[config.mk]
export PLATFORM = sky130hd
export DESIGN_NAME = rrwl_front
export DESIGN_NICKNAME = d
export VERILOG_FILES = /design/src/hdl/rrwl_pkg.sv /design/src/hdl/rrwl_front.sv
export SDC_FILE = /design/constraint.sdc
export NUM_CORES = 1
export LEC_CHECK = 0
export ABC_AREA = 1
export ABC_CLOCK_PERIOD_IN_PS = 1600
export BUFFER_PORTS_ARGS = -buffer_cell sky130_fd_sc_hd__buf_2
export CAP_MARGIN = 30
export CELL_PAD_IN_SITES_DETAIL_PLACEMENT = 0
export CELL_PAD_IN_SITES_GLOBAL_PLACEMENT = 1
export CORE_ASPECT_RATIO = 1.5
export CORE_MARGIN = 1.5
export CORE_UTILIZATION = 37
export DETAILED_ROUTE_END_ITERATION = 12
export PLACE_DENSITY = 0.81
export SETUP_SLACK_MARGIN = 0.05
export SLEW_MARGIN = 20
export SYNTH_ARGS = -nofsm -noshare
export SYNTH_HDL_FRONTEND = slang
export SYNTH_SLANG_ARGS = --single-unit
[constraint.sdc]
create_clock -name i_clk -period 1.6 [get_ports i_clk]
set_clock_uncertainty 0.05 [all_clocks]
set_input_delay 0.08 -clock i_clk [delete_from_list [all_inputs] [get_ports i_clk]]
set_output_delay 0.08 -clock i_clk [all_outputs]
set_load 0.05 [all_outputs]
[src/hdl/rrwl_pkg.sv]
// Package for the reentrant reader-writer lock table.
// Types, status codes and operation codes shared by the front and back parts.
package rrwl_pkg;
    localparam int unsigned OpW    = 2;
    localparam int unsigned IdxW   = 6;
    localparam int unsigned OwnW   = 8;
    localparam int unsigned CntW   = 16;
    localparam int unsigned StW    = 3;

    typedef enum logic [OpW-1:0] {
        OP_ACQ_RD = 2'd0,
        OP_ACQ_WR = 2'd1,
        OP_REL_RD = 2'd2,
        OP_REL_WR = 2'd3
    } t_op;

    localparam logic [StW-1:0] ST_GRANTED   = 3'd0;
    localparam logic [StW-1:0] ST_CONFLICT  = 3'd1;
    localparam logic [StW-1:0] ST_NOROOM    = 3'd2;
    localparam logic [StW-1:0] ST_RELEASED  = 3'd3;
    localparam logic [StW-1:0] ST_NOTHOLDER = 3'd4;

    localparam logic [CntW-1:0] CNT_MAX = '1;

    typedef struct packed {
        t_op             op;
        logic [IdxW-1:0] idx;
        logic [OwnW-1:0] who;
        logic            oor;   // index beyond table: answer without touching state
    } t_req;

    typedef struct packed {
        logic [StW-1:0]  status;
        logic [CntW-1:0] hold;
        logic            idle;
    } t_res;
endpackage

[src/hdl/rrwl_front.sv]
// Front part: takes requests, classifies range and queues them for the back part.
// Uses rrwl_pkg.
module rrwl_front
    import rrwl_pkg::*;
#(
    parameter int unsigned LOCKS = 64
) (
    input  logic            i_clk,
    input  logic            i_rst_n,
    input  logic            i_push,
    output logic            o_full,
    input  logic [OpW-1:0]  i_operation,
    input  logic [IdxW-1:0] i_lock_index,
    input  logic [OwnW-1:0] i_owner_id,
    output logic            o_req_valid,
    output t_req            o_req,
    input  logic            i_req_take
);
    // two-entry queue
    t_req   r_q [2];
    logic   r_wp, r_rp;
    logic [1:0] r_cnt;
    t_req   w_in;
    logic   w_push, w_pop;

    always_comb begin
        w_in.op  = t_op'(i_operation);
        w_in.idx = i_lock_index;
        w_in.who = i_owner_id;
        w_in.oor = ({1'b0, i_lock_index} >= (IdxW+1)'(LOCKS)) && (LOCKS < 64);
    end

    assign o_full      = (r_cnt == 2'd2);
    assign o_req_valid = (r_cnt != 2'd0);
    assign o_req       = r_q[r_rp];
    assign w_push      = i_push && !o_full;
    assign w_pop       = i_req_take && o_req_valid;

    always_ff @(posedge i_clk) begin
        if (w_push) r_q[r_wp] <= w_in;
        if (!i_rst_n) begin
            r_wp <= 1'b0; r_rp <= 1'b0; r_cnt <= 2'd0;
        end else begin
            if (w_push) r_wp <= ~r_wp;
            if (w_pop)  r_rp <= ~r_rp;
            r_cnt <= r_cnt + 2'(w_push) - 2'(w_pop);
        end
    end
endmodule

# Yosys cells after proc, flatten, opt, wreduce, memory -nomap -nowiden
# Memory sizes are Yosys's and may differ from the RTL's. A register that Yosys moved wholly into a read port is not among the register bits.
# Index checks and enable logic that the tools add are counted.
[op_classes]
n_addsub = 2
n_eq_ne = 1
n_mux = 4
bitwise_logic = 2
reduce_logical = 4
[ops]
columns = ["cell", "count"]
rows = [
  ["2-to-1 mux 1 bit", 4],
  ["adder 2 x 1 -> 2 bit", 1],
  ["equality test 2 bit (second input constant)", 1],
  ["logical AND 1 bit", 2],
  ["NOT 1 bit", 2],
  ["nonzero test 2 bit", 1],
  ["subtractor 2 x 1 -> 2 bit", 1],
  ["logical NOT 1 bit", 1],
]
[totals]
ff_bits = 4
mem_bits_rw = 32
out_inout_bits = 19
wordCells = 17
memories = 1
[mem_list]
columns = ["memory", "words", "width", "rd", "rd_ports_with_merged_regs", "wr", "line", "source"]
rows = [
  ["r_q", 2, 16, 1, 1, 1, "rrwl_front.sv:20", "t_req r_q [2];"],
]

# Logic depth before layout (Yosys ltp)
# Gate-level depths: netlist (run 1).
[depth]
ltp_word = 5
depth_mapped = 11

# Worst setup path before layout (run 1)
# OpenSTA, ideal clock, no wires.
[synth_timing]
path_type = "reg-to-reg"
startpoint = "register r_cnt[0]"
endpoint = "memory r_q[0][0] in the netlist's numbering, enable pin"
setup_ns = 0.388
arrival_ns = 1.253
required_time_ns = 1.162
slack_ns = -0.091
stages_incl_launch_ff = 5
period_less_slack_ns = 1.691
path_cell_list = "dfxtp_1 > inv_1 > nand2_1 > nand2_1 > nor2_1"
[synth_between]
elab_chain_cells = 5
[synth_rtl]
columns = ["item", "line", "source"]
rows = [
  ["start, declared", "rrwl_front.sv:22", "logic [1:0] r_cnt;"],
  ["start signal, assigned", "rrwl_front.sv:46", "r_cnt <= r_cnt + 2'(w_push) - 2'(w_pop);"],
  ["equality test 2 bit", "rrwl_front.sv:33", "assign o_full = (r_cnt == 2'd2);"],
  ["logical NOT 1 bit", "rrwl_front.sv:36", "assign w_push = i_push && !o_full;"],
  ["logical AND 1 bit", "rrwl_front.sv:36", ""],
  ["2-to-1 mux 1 bit", "rrwl_front.sv:40", "if (w_push) r_q[r_wp] <= w_in;"],
  ["2-to-1 mux 1 bit (implied by the code)", "rrwl_front.sv:40", ""],
  ["end, declared", "rrwl_front.sv:20", ""],
]
# Every way passes these cells.

# Worst setup path after layout (run 1)
[layout_timing]
startpoint = "register r_cnt[0]"
endpoint = "register r_cnt[1]"
[layout_between]
elab_chain_cells = 5
[layout_rtl]
columns = ["item", "line"]
rows = [
  ["equality test 2 bit", "rrwl_front.sv:33"],
  ["logical NOT 1 bit", "rrwl_front.sv:36"],
  ["logical AND 1 bit", "rrwl_front.sv:36"],
  ["adder 2 x 1 -> 2 bit", "rrwl_front.sv:46"],
  ["subtractor 2 x 1 -> 2 bit *", "rrwl_front.sv:46"],
]
# Every way passes the cells marked *; elsewhere a longest branch is shown, timed or not.
# A chain may end at the register's enable or synchronous reset.

==> results.txt, run 1 <==
----------------------------------------------------
[CTS]
  Count of clock tree sinks ... 37
  TritonCTS clock tree ... done
  Root buffer cell ... sky130_fd_sc_hd__clkbuf_8
  Maximum count of clock buffers along a single path ... 2
  Clock transition at the register clock pins on the worst setup and hold paths after CTS ... around 0.060 ns
  Clock buffer count from CTS ... 5
  H-tree levels ... 2
  Source-to-sink clock delay at the later pin of the worst-skew pair ... 0.28 ns

[Routing]
  Ratio of routed vias to standard cells ... 4.54
  Iteration-0 DRC count of the detailed router ... 11
  Final routed wirelength across all metal layers ... 2.54 mm
  Post-detailed-route DRC marker count ... 0
  Average wire per cell in the routed design ... roughly 13 um
  Vias ... a little over 900
  TritonRoute pass-1 iters ... 2
  Number of routed nets with antenna violations ... 0

[Worst setup path]
  Crit path buf inv count ... 3
  Stage delay of the slowest cell on the critical path ... between 0.3 and 0.4 ns
  Worst-path maximum fanout ... 3
  Critical path's slowest cell ... sky130_fd_sc_hd__dfxtp_2
  Worst path top cell family by delay ... adder cells
  Startpoint type of the worst setup path ... flop
  Kind of critical path ... flop to flop
  Worst flop-to-flop path startpoint ... r_cnt[0]$_SDFF_PN0_
  Worst setup path startpoint ... r_cnt[0]$_SDFF_PN0_
  Worst path cell trace ... inv_2 > nand2_4 > nand2_2 > ha_4 > inv_1 > ha_2 > inv_1 > nand2_2 > a21oi_2 > nor2_1
  Worst Path Required ... 1.72 ns
  Critical path capture point type ... flop
  Data arrival at the endpoint of the critical path ... between 1.5 and 2 ns

[Die]
  Number of ports placed on the die boundary ... 39
  Initial Utilization ... ~39%
  Width of the die ... between 50 and 60 um
  Height of the die ... roughly 80 um
  Area of the core ... ~3700 um2
  Die footprint ... about 4400 um2
  Row cnt ... 27

[Timing]
  Final worst path period share ... 97.6%
  Max Slew Vio Count ... 0
  Worst-case setup margin in the final layout ... between 0.03 and 0.04 ns
  Peak clock frequency supported by timing ... between 600 and 700 MHz
  Sum of negative setup slack ... 0 ns
  Final Critical Period ... 1.56 ns
  Setup repair after global routing missed its margin ... true
  Final-report setup violation count ... 0
  Fin. Hold Viols ... 0

[Layout]
  Area growth from synthesis to layout ... 42.6%
  Antenna diode count ... 0
  Area taken by multi-input logic gates ... slightly below 400 um2
  Layout Nets ... 180
  Combined flip-flop and latch cell area ... around 1100 um2
  Layout cells sized above 1 ... between 50 and 60%
  Filler cell count ... ~330

[Synthesis]
  Simple-gate share of the synthesized area ... under 10%
  Sequential share of the synthesized area ... between 70 and 80%
  Largest family of logic cells by synthesized area ... multiplexers
  Number of different library cells in the post-synthesis netlist ... 14
  Synthesis warning total ... 0
  #FFs+latches synth ... 37
  Post-synthesis cell area ... 1470 um2
  Post-Syn Nets ... ~110
  Area fraction in compound gates after synthesis ... 0.683%
  Portion of netlist area occupied by mux cells ... 14.9%
  Synthesized area per cell ... roughly 16 um2
  Synthesized-area fraction occupied by adder cells ... 1.71%
  Fraction of synthesized cell area in xor and xnor cells ... 0%
  Cell count after synthesis ... 89

[Pwr]
  Max IR drop VDD ... 0.00118 V
  Reported leakage power ... around 0.88 nW
  P per Cell Area ... between 1500 and 2000 nW/um2

[Placed design]
  Count of port buffers added during placement ... 37
  Final Wtd Congestion ... between 0.6 and 0.7
  Post-Place Setup Slack ... -0.0121 ns
  HPWL reported at the end of detailed placement ... 1.64 mm

[Status]
  Status ... finished clean

[Global routing]
  Maximum number of pins on one net before global-route repair ... 17
  Total Routing Usage GR ... between 10% and 20%
  Via count of the first global-routing pass ... between 800 and 900
  Antenna violations before repair ... 0
  Total gr overflow ... 0
  First-pass GRT wire length ... around 3.6 mm

[Min path]
  Worst hold start ... i_req_take
  Min-delay worst type ... input pin to flop

[Run]
  Max-cap viol count ... 0

----------------------------------------------------
-- Yosys cell counts --
master	instances	area [um2]
sky130_fd_sc_hd__a21oi_1	2	10.0
sky130_fd_sc_hd__buf_12	1	20.0
sky130_fd_sc_hd__buf_4	1	7.51
sky130_fd_sc_hd__buf_6	1	11.3
sky130_fd_sc_hd__conb_1	1	3.75
sky130_fd_sc_hd__dfxtp_1	5	100
sky130_fd_sc_hd__edfxtp_1	32	961
sky130_fd_sc_hd__ha_1	2	25.0
sky130_fd_sc_hd__inv_1	8	30.0
sky130_fd_sc_hd__mux2_2	6	67.6
sky130_fd_sc_hd__mux2_4	10	150
sky130_fd_sc_hd__nand2_1	9	33.8
sky130_fd_sc_hd__nand3_1	3	15.0
sky130_fd_sc_hd__nor2_1	8	30.0
-- per-layer routing --
layer	vias to the layer above	part of all wire, %	GRT usage, %
met4	0	2.6	5.25
met1	427	37	12.4
met2	37	53	21.0
met5	-	0	0
li1	448	-	-
met3	5	6.9	4.83
-- placed cells by master, fill, tap and decap left out, drive strengths merged --
| master | n |
|---|---|
| clkbuf | 9 |
| nor2 | 8 |
| conb | 1 |
| nand3 | 3 |
| dfxtp | 5 |
| a21oi | 2 |
| clkinv | 1 |
| buf | 46 |
| dlygate4sd3 | 17 |
| ha | 2 |
| mux2 | 16 |
| nand2 | 9 |
| inv | 8 |
| edfxtp | 32 |
-- cell type report --
cell class | count | area share [%]
clock buffers | 7 | 3.65
clock inverters | 1 | 0.240
inverters | 8 | 1.44
multi-input cells | 41 | 18.7
flip-flops and latches | 37 | 51.1
well taps | 43 | 2.57
repair buffers | 65 | 22.3
-- repair_timing --
| action | in CTS | in global routing |
|---|---|---|
| pin swaps | 0 | 6 |
| hold buffers | 17 | 0 |
| setup endpoints to repair | 2 | 2 |
| setup buffers | 0 | 5 |
| gates cloned | 0 | 1 |
| resized for setup | 3 | 18 |
| hold endpoints to repair | 33 | 0 |
-- through the flow --
step                utilization (%)  instances  area [um2]  total power [mW]  hold WS [ns]
finish                         56.2        202        2090              3.45        0.0504
detailed placement             45.9        171        1710              2.57         0.221
CTS                            52.9        196        1960              3.22        0.0439
floorplan                         -         89        1470              2.34         0.123
global route                   56.2        202        2090              3.65        0.0904
global placement               45.9        171        1710              2.54         0.220
-- worst paths after layout --
path	cells past startpoint	slack, ns	endpoint
max	10	0.04	r_cnt[1]$_SDFF_PN0_
max reg2reg	10	0.04	r_cnt[1]$_SDFF_PN0_
min	4	0.05	flop
min reg2reg	2	0.45	r_rp$_SDFFE_PN0P_
-- kinds of logic after synthesis --
| kind of cell | count (synthesis) |
|---|---|
| buffers and inverters | 11 |
| adders and majority gates | 2 |
| muxes | 16 |
| DFF | 37 |
| and+or+nand+nor | 20 |
| AOI/OAI and AO/OA | 2 |
| other | 1 |
-- power by group --
| part | switching (mW) | total [mW] | internal [mW] |
|---|---|---|---|
| clock | 0.292 | 0.597 | 0.305 |
| combinational | 0.953 | 1.53 | 0.576 |
| sequential | 0.0885 | 1.33 | 1.24 |
| total | 1.33 | 3.45 | 2.12 |
-- state kept, by name, indices dropped and copies added (netlist names), named ones only --
name   cells
r_q       32
r_rp       1
r_wp       1
r_cnt      2
-- worst min-delay path, stage by stage --
cell                      delay (ns)
sky130_fd_sc_hd__buf_2          0.09
sky130_fd_sc_hd__nand3_1        0.07
sky130_fd_sc_hd__nand2_1        0.07
sky130_fd_sc_hd__nor2_1         0.04
(Power assumes the default switching activity.)
==> run 2, diff against run 1 <==
--- a/config.mk
+++ b/config.mk
@@ -6,16 +6,16 @@
 export NUM_CORES = 1
 export LEC_CHECK = 0
 export ABC_AREA = 1
-export ABC_CLOCK_PERIOD_IN_PS = 1600
+export ABC_CLOCK_PERIOD_IN_PS = 1900
 export BUFFER_PORTS_ARGS = -buffer_cell sky130_fd_sc_hd__buf_2
 export CAP_MARGIN = 30
 export CELL_PAD_IN_SITES_DETAIL_PLACEMENT = 0
 export CELL_PAD_IN_SITES_GLOBAL_PLACEMENT = 1
 export CORE_ASPECT_RATIO = 1.5
 export CORE_MARGIN = 1.5
-export CORE_UTILIZATION = 37
+export CORE_UTILIZATION = 45
 export DETAILED_ROUTE_END_ITERATION = 12
-export PLACE_DENSITY = 0.81
+export PLACE_DENSITY = 0.91
 export SETUP_SLACK_MARGIN = 0.05
 export SLEW_MARGIN = 20
 export SYNTH_ARGS = -nofsm -noshare
==> constraint.sdc (replaced) <==
create_clock -name i_clk -period 1.9 [get_ports i_clk]
set_clock_uncertainty 0.05 [all_clocks]
set_input_delay 0.095 -clock i_clk [delete_from_list [all_inputs] [get_ports i_clk]]
set_output_delay 0.095 -clock i_clk [all_outputs]
set_load 0.05 [all_outputs]
==> run 2 against run 1 <==
Compared with the run above: the flow now finishes with violations (hold timing); hold slack lost 0.051 ns; via count shrank 4.8%; core utilization grew 5.7 points; die area shrank 17%; non-clock buffer count shrank 8; power shrank 23%; critical path type is now flop to primary output; critical endpoint is now o_req[8]; largest cell class unchanged; highest routed layer unchanged.
==> results.txt, run 2 (same netlist as run 1, synthesis figures left out) <==
----------------------------------------------------
[CTS]
  Resize count post-CTS ... 0 (was 3)
  Buffers inserted during post-CTS setup optimization ... 0 (unchanged)
  Clock transition at the register clock pins on the worst setup and hold paths after CTS ... 0.07 ns (was 0.06 ns)
  Root buffer cell ... sky130_fd_sc_hd__clkbuf_8 (unchanged)
  H-tree levels ... 2 (unchanged)
  Source-to-sink clock delay at the later pin of the worst-skew pair ... 0.28 ns (about the same)
  Number of hold buffers added after CTS ... 16 (was 17)
  Count of clock tree sinks ... 37 (unchanged)
  Clock buffer count from CTS ... 5 (unchanged)
  TritonCTS clock tree ... done (unchanged)
  Maximum count of clock buffers along a single path ... 2 (unchanged)

[Worst setup path]
  Startpoint type of the worst setup path ... flop (unchanged)
  Data arrival at the endpoint of the critical path ... 1.58 ns (was 1.68 ns)
  Critical path capture point type ... primary output (was flop)
  Worst-path maximum fanout ... 10 (was 3)
  Worst Path Required ... 1.75 ns (was 1.72 ns)
  Kind of critical path ... flop to primary output (was flop to flop)
  Register-to-register path setup slack ... 0.26 ns (was 0.04 ns)

[Global routing]
  Total Routing Usage GR ... 15.3% (was 12.2%)
  Highest-utilization routing layer at the global route stage ... met2 (unchanged)
  Maximum number of pins on one net before global-route repair ... 13 (was 17)
  Routing usage on met1 ... 15.2% (was 12.4%)
  First-pass GRT wire length ... 3.88 mm (was 3.64 mm)
  Antenna violations before repair ... 0 (unchanged)
  Via count of the first global-routing pass ... 894 (was 865)
  Total gr overflow ... 0 (unchanged)
  Met2 capacity usage during global routing ... 27.3% (was 21.0%)
  Met3 GRT Util ... 4.51% (was 4.83%)

[Timing]
  Final Critical Period ... about 1.7 ns
  Setup repair after global routing missed its margin ... false (was true)
  Fin. Hold Viols ... 1 (was 0)
  Final-report setup violation count ... 0 (unchanged)
  Sum of negative setup slack ... 0 ns (unchanged)
  Max Slew Vio Count ... 0 (unchanged)
  Tightest hold margin ... -0.000809 ns (was 0.0504 ns)
  Worst-case setup margin in the final layout ... 0.175 ns (was 0.0390 ns)
  Final worst path period share ... roughly nine tenths
  Peak clock frequency supported by timing ... about 580 MHz

[Pwr]
  Max IR drop VDD ... 0.000942 V (was 0.00118 V)
  P per Cell Area ... 1380 nW/um2 (was 1650 nW/um2)
  Reported leakage power ... 0.820 nW (was 0.877 nW)

[Layout]
  Most common cell after layout, fill and taps aside ... sky130_fd_sc_hd__buf_2 (unchanged)
  Largest registers in the final layout ... r_q: 32 flops, r_cnt: 2 flops (unchanged)
  Layout cells sized above 1 ... 41.7% (was 53.5%)
  Core Util, Final ... 61.9% (was 56.2%)
  Layout Nets ... 172 (was 180)
  Largest register FFs ... 32 (unchanged)
  Most frequent cells in the layout ... sky130_fd_sc_hd__buf_2 (37), sky130_fd_sc_hd__edfxtp_1 (32), sky130_fd_sc_hd__dlygate4sd3_1 (16) (was sky130_fd_sc_hd__buf_2 (36), sky130_fd_sc_hd__edfxtp_1 (32), sky130_fd_sc_hd__dlygate4sd3_1 (17))
  Area growth from synthesis to layout ... 32.1% (was 42.6%)
  Final Non-Filler Cells ... 191 (was 202)
  Filler cell count ... 257 (was 327)
  Top reg by flops ... r_q (unchanged)
  Antenna diode count ... 0 (unchanged)

[Min path]
  Min-delay worst type ... input pin to flop (unchanged)

[Routing]
  TritonRoute pass-1 iters ... 4 (was 2)
  Final routed wirelength across all metal layers ... 2.42 mm (was 2.54 mm)
  Number of routed nets with antenna violations ... 0 (unchanged)
  Average wire per cell in the routed design ... 12.7 um (was 12.6 um)
  Iteration-0 DRC count of the detailed router ... 9 (was 11)
  Vias ... 873 (was 917)
  Post-detailed-route DRC marker count ... 0 (unchanged)
  Ratio of routed vias to standard cells ... 4.57 (was 4.54)

[Die]
  Height of the die ... 72.9 um (was 80.1 um)
  Number of ports placed on the die boundary ... 39 (unchanged)
  Area of the core ... 3130 um2 (was 3720 um2)
  Initial Utilization ... 46.8% (was 39.4%)
  Width of the die ... 49.6 um (was 54.4 um)
  Die footprint ... 3610 um2 (was 4350 um2)
  Row cnt ... 25 (was 27)

[Placed design]
  HPWL reported at the end of detailed placement ... 1.69 mm (was 1.64 mm)
  Instance count after placement with tap cells included ... 167 (was 171)
  Final Wtd Congestion ... 0.639 (was 0.609)
  Count of port buffers added during placement ... 37 (unchanged)
  Post-Place Setup Slack ... 0.316 ns (was -0.0121 ns)

[Status]
  Violated checks ... hold timing
  Status ... finished with violations (was finished clean)

[Run]
  Max-cap viol count ... 0 (unchanged)

----------------------------------------------------
==> run 2: cell count changes in the layout (fill, tap and decap cells not counted), moves of 3 or more <==
cell,previous run,this run
sky130_fd_sc_hd__nand2_2,3,0
sky130_fd_sc_hd__nor2_1,5,8
sky130_fd_sc_hd__buf_4,9,4
sky130_fd_sc_hd__nand2_1,5,9
sky130_fd_sc_hd__dfxtp_1,2,5
==> run 2: worst max-delay path, cell delays in order (launching register included) <==
cell	delay, ns
sky130_fd_sc_hd__dfxtp_1	0.49
sky130_fd_sc_hd__buf_4	0.29
sky130_fd_sc_hd__mux2_4	0.31
sky130_fd_sc_hd__buf_2	0.21
==> run 2: worst paths after layout <==
check,startpoint,end,cells past startpoint
hold / removal,i_rst_n,r_cnt[0]$_SDFF_PN0_,3
setup / recovery,flop,o_req[8],3
hold reg to reg,r_wp$_SDFFE_PN0N_,r_wp$_SDFFE_PN0N_,2
setup reg to reg,r_cnt[0]$_SDFF_PN0_,r_cnt[1]$_SDFF_PN0_,10
==> run 2: layout make-up <==
type / instances / area [um2] / share of cell area (%)
multi-input combinational: 41 / 335 / 17.3
inverter: 8 / 30.0 / 1.55
clock inverter: 2 / 11.3 / 0.582
sequential: 37 / 1060 / 54.8
timing repair buffer: 57 / 375 / 19.4
tap: 40 / 50.0 / 2.59
clock buffer: 6 / 72.6 / 3.75
==> run 2: power by group <==
group	switching [mW]	total, mW	internal, mW
Sequential	0.0646	1.10	1.03
Clock	0.253	0.507	0.254
Combinational	0.721	1.06	0.341
Total	1.04	2.67	1.63
==> run 2: routing by layer <==
metal / vias to the layer above / wire length, um
li1: 434 / -
met1: 403 / 882
met2: 31 / 1340
met3: 5 / 131
met4: 0 / 70
met5: - / 0
==> run 2: stage by stage <==
stage          power (mW)  cell area [um2]
2_1_floorplan        1.96             1470
3_3_place_gp         2.12             1690
3_5_place_dp         2.16             1690
4_1_cts              2.69             1940
5_1_grt              2.80             1940
6_report             2.67             1940
==> run 3, diff against run 2 <==
--- a/config.mk
+++ b/config.mk
@@ -15,6 +15,7 @@
 export CORE_MARGIN = 1.5
 export CORE_UTILIZATION = 45
 export DETAILED_ROUTE_END_ITERATION = 12
+export GPL_TIMING_DRIVEN = 0
 export PLACE_DENSITY = 0.91
 export SETUP_SLACK_MARGIN = 0.05
 export SLEW_MARGIN = 20
==> run 3 against run 2 <==
Compared with the run above: the flow now finishes without violations; die area is the same; cell area up 1.5%; final cell count stayed put; via count decreased by 1.4%; non-clock buffer count unchanged; hold slack improved by 0.033 ns.
==> results.txt, run 3 (same netlist as run 1, synthesis figures left out) <==
----------------------------------------------------
[Pwr]
  Max IR drop VDD ... 0.000927 V (was 0.000942 V)
  Reported leakage power ... 0.831 nW (was 0.820 nW)
  Total power ... 2.70 mW (was 2.67 mW)
  P per Cell Area ... 1380 nW/um2 (about the same)

[Global routing]
  Highest-utilization routing layer at the global route stage ... met2 (unchanged)
  Met2 capacity usage during global routing ... 25.9% (was 27.3%)
  Maximum number of pins on one net before global-route repair ... 17 (was 13)
  First-pass GRT wire length ... 3.92 mm (was 3.88 mm)
  Total Routing Usage GR ... 15.7% (was 15.3%)
  Routing usage on met1 ... 16.2% (was 15.2%)
  Via count of the first global-routing pass ... 888 (was 894)
  Antenna violations before repair ... 0 (unchanged)
  Total gr overflow ... 0 (unchanged)
  Met3 GRT Util ... 5.94% (was 4.51%)

[Min path]
  Min-delay worst type ... input pin to flop (unchanged)
  Endpoint of the worst hold-timing path ... r_wp$_SDFFE_PN0N_ (was r_cnt[0]$_SDFF_PN0_)
  Hold depth ... 3 (unchanged)
  Worst hold start ... i_push (was i_rst_n)

[Worst setup path]
  Kind of critical path ... flop to flop (was flop to primary output)
  Worst-path maximum fanout ... 4 (was 10)
  Stage delay of the slowest cell on the critical path ... 0.36 ns (was 0.49 ns)
  Worst Path Required ... 2.04 ns (was 1.75 ns)
  Worst path cell trace ... inv_1 > nand2_1 > nand2_1 > ha_1 > inv_1 > ha_1 > inv_1 > nand2_1 > a21oi_1 > nor2_1 (was buf_4 > mux2_4 > buf_2)
  Reg2Reg Depth ... 10 (unchanged)
  Critical path capture point type ... flop (was primary output)
  Data arrival at the endpoint of the critical path ... 1.80 ns (was 1.58 ns)
  Worst R2R End ... r_cnt[1]$_SDFF_PN0_ (unchanged)
  Startpoint type of the worst setup path ... flop (unchanged)
  Worst flop-to-flop path startpoint ... r_cnt[0]$_SDFF_PN0_ (unchanged)
  Register-to-register path setup slack ... 0.24 ns (was 0.26 ns)
  Crit path buf inv count ... 3 (was 2)
  Critical path's slowest cell ... sky130_fd_sc_hd__dfxtp_1 (unchanged)
  Worst path top cell family by delay ... adder cells (was buffers and inverters)

[CTS]
  Count of clock tree sinks ... 37 (unchanged)
  Buffers inserted during post-CTS setup optimization ... 0 (unchanged)
  TritonCTS clock tree ... done (unchanged)
  Clock transition at the register clock pins on the worst setup and hold paths after CTS ... 0.07 ns (about the same)
  Source-to-sink clock delay at the later pin of the worst-skew pair ... 0.29 ns (was 0.28 ns)
  Maximum count of clock buffers along a single path ... 2 (unchanged)
  Root buffer cell ... sky130_fd_sc_hd__clkbuf_8 (unchanged)
  Clock buffer count from CTS ... 5 (unchanged)
  H-tree levels ... 2 (unchanged)

[Layout]
  Cell area after layout ... 1960 um2 (was 1940 um2)
  Largest registers in the final layout ... r_q: 32 flops, r_cnt: 2 flops (unchanged)
  Most common cell after layout, fill and taps aside ... sky130_fd_sc_hd__buf_2 (unchanged)
  Antenna diode count ... 0 (unchanged)
  Area growth from synthesis to layout ... 34.1% (was 32.1%)
  Largest register FFs ... 32 (unchanged)
  Most frequent cells in the layout ... sky130_fd_sc_hd__buf_2 (37), sky130_fd_sc_hd__edfxtp_1 (32), sky130_fd_sc_hd__dlygate4sd3_1 (17) (was sky130_fd_sc_hd__buf_2 (37), sky130_fd_sc_hd__edfxtp_1 (32), sky130_fd_sc_hd__dlygate4sd3_1 (16))
  Layout Nets ... 172 (unchanged)
  Layout cells sized above 1 ... 42.4% (was 41.7%)
  Top reg by flops ... r_q (unchanged)

[Routing]
  Average wire per cell in the routed design ... 12.5 um (was 12.7 um)
  Iteration-0 DRC count of the detailed router ... 11 (was 9)
  Final routed wirelength across all metal layers ... 2.39 mm (was 2.42 mm)
  Number of routed nets with antenna violations ... 0 (unchanged)
  Vias ... 861 (was 873)
  Post-detailed-route DRC marker count ... 0 (unchanged)
  TritonRoute pass-1 iters ... 4 (unchanged)
  Ratio of routed vias to standard cells ... 4.51 (was 4.57)

[Timing]
  Fin. Hold Viols ... 0 (was 1)
  Final Critical Period ... 1.66 ns (was 1.72 ns)
  Final-report setup violation count ... 0 (unchanged)
  Final worst path period share ... 87.4% (was 90.8%)
  Peak clock frequency supported by timing ... 603 MHz (was 580 MHz)
  Max Slew Vio Count ... 0 (unchanged)
  Setup repair after global routing missed its margin ... false (unchanged)
  Worst slew pin tran ... slightly above 0.6 ns
  Relative slew margins ... 59.4%

[Die]
  Number of ports placed on the die boundary ... 39 (unchanged)
  Height of the die ... 72.9 um (unchanged)
  Width of the die ... 49.6 um (unchanged)
  Area of the core ... 3130 um2 (unchanged)
  Die footprint ... 3610 um2 (unchanged)
  Row cnt ... 25 (unchanged)
  Initial Utilization ... 46.8% (unchanged)

[Run]
  Max-cap viol count ... 0 (unchanged)

[Status]
  Status ... finished clean (was finished with violations)

[Placed design]
  Final Wtd Congestion ... 0.632 (was 0.639)
  Post-DP Area ... 1700 um2 (was 1690 um2)
  HPWL reported at the end of detailed placement ... 1.63 mm (was 1.69 mm)
  Count of port buffers added during placement ... 37 (unchanged)

----------------------------------------------------
run 3: repair_timing:
action | 4_1_cts | 5_1_grt
setup endpoints to repair | 0 | 2
resized for setup | 0 | 1
hold buffers | 17 | 0
endpoints found under the hold margin | 33 | 0
run 3: per-layer routing:
layer	part of all wire, %	vias up
met2	51	32
met1	39	387
li1	-	435
met3	6.3	7
met5	0	-
met4	3.1	0
run 3: how the worst max path moves through the flow:
stage                           to  cells after the start  slack, ns                 from
3_5_place_dp   r_q[0][2]$_DFFE_PP_                      4       0.15  r_cnt[0]$_SDFF_PN0_
6_report       r_cnt[1]$_SDFF_PN0_                     10       0.24  r_cnt[0]$_SDFF_PN0_
3_3_place_gp   r_q[0][1]$_DFFE_PP_                      4      -0.10  r_cnt[0]$_SDFF_PN0_
4_1_cts        r_q[0][2]$_DFFE_PP_                      4       0.14  r_cnt[0]$_SDFF_PN0_
2_1_floorplan  r_q[0][0]$_DFFE_PP_                      4       0.21  r_cnt[0]$_SDFF_PN0_
5_1_grt        r_cnt[1]$_SDFF_PN0_                     10       0.08  r_cnt[0]$_SDFF_PN0_
run 3: area by class of cell:
cell class,count,area [um2]
Fill cell,253,1160
Sequential cell,37,1060
Timing Repair Buffer,54,355
Multi-Input combinational cell,41,343
Clock buffer,5,68.8
Tap cell,40,50.0
Buffer,3,38.8
Inverter,8,30.0
Clock inverter,3,17.5
run 3: worst reg2reg max path: cells and delay by family, from the launching register on:
family	cells	cell delay, ns
adders and majority gates	2	0.49
AOI/OAI and AO/OA	1	0.13
and+or+nand+nor	4	0.38
DFF	1	0.36
buffers and inverters	3	0.17
run 3: through the flow:
step | cells | utilization (%) | setup slack (ns) | setup TNS [ns] | hold slack [ns]
3_3_place_gp | 166 | 54.4 | -0.102 | -1.63 | 0.235
3_5_place_dp | 166 | 54.4 | 0.153 | 0 | 0.238
6_report | 191 | 62.8 | 0.240 | 0 | 0.0319
4_1_cts | 191 | 62.6 | 0.141 | 0 | 0.0176
2_1_floorplan | 89 | - | 0.209 | 0 | 0.138
5_1_grt | 191 | 62.8 | 0.0750 | 0 | 0.0798
run 3: where the power goes:
| group | leakage (nW) | total [mW] | switching (mW) | internal (mW) |
|---|---|---|---|---|
| combinational | 0.446 | 1.09 | 0.733 | 0.360 |
| clock | 0.0455 | 0.519 | 0.266 | 0.253 |
| sequential | 0.340 | 1.09 | 0.0528 | 1.04 |
| total | 0.831 | 2.70 | 1.05 | 1.65 |
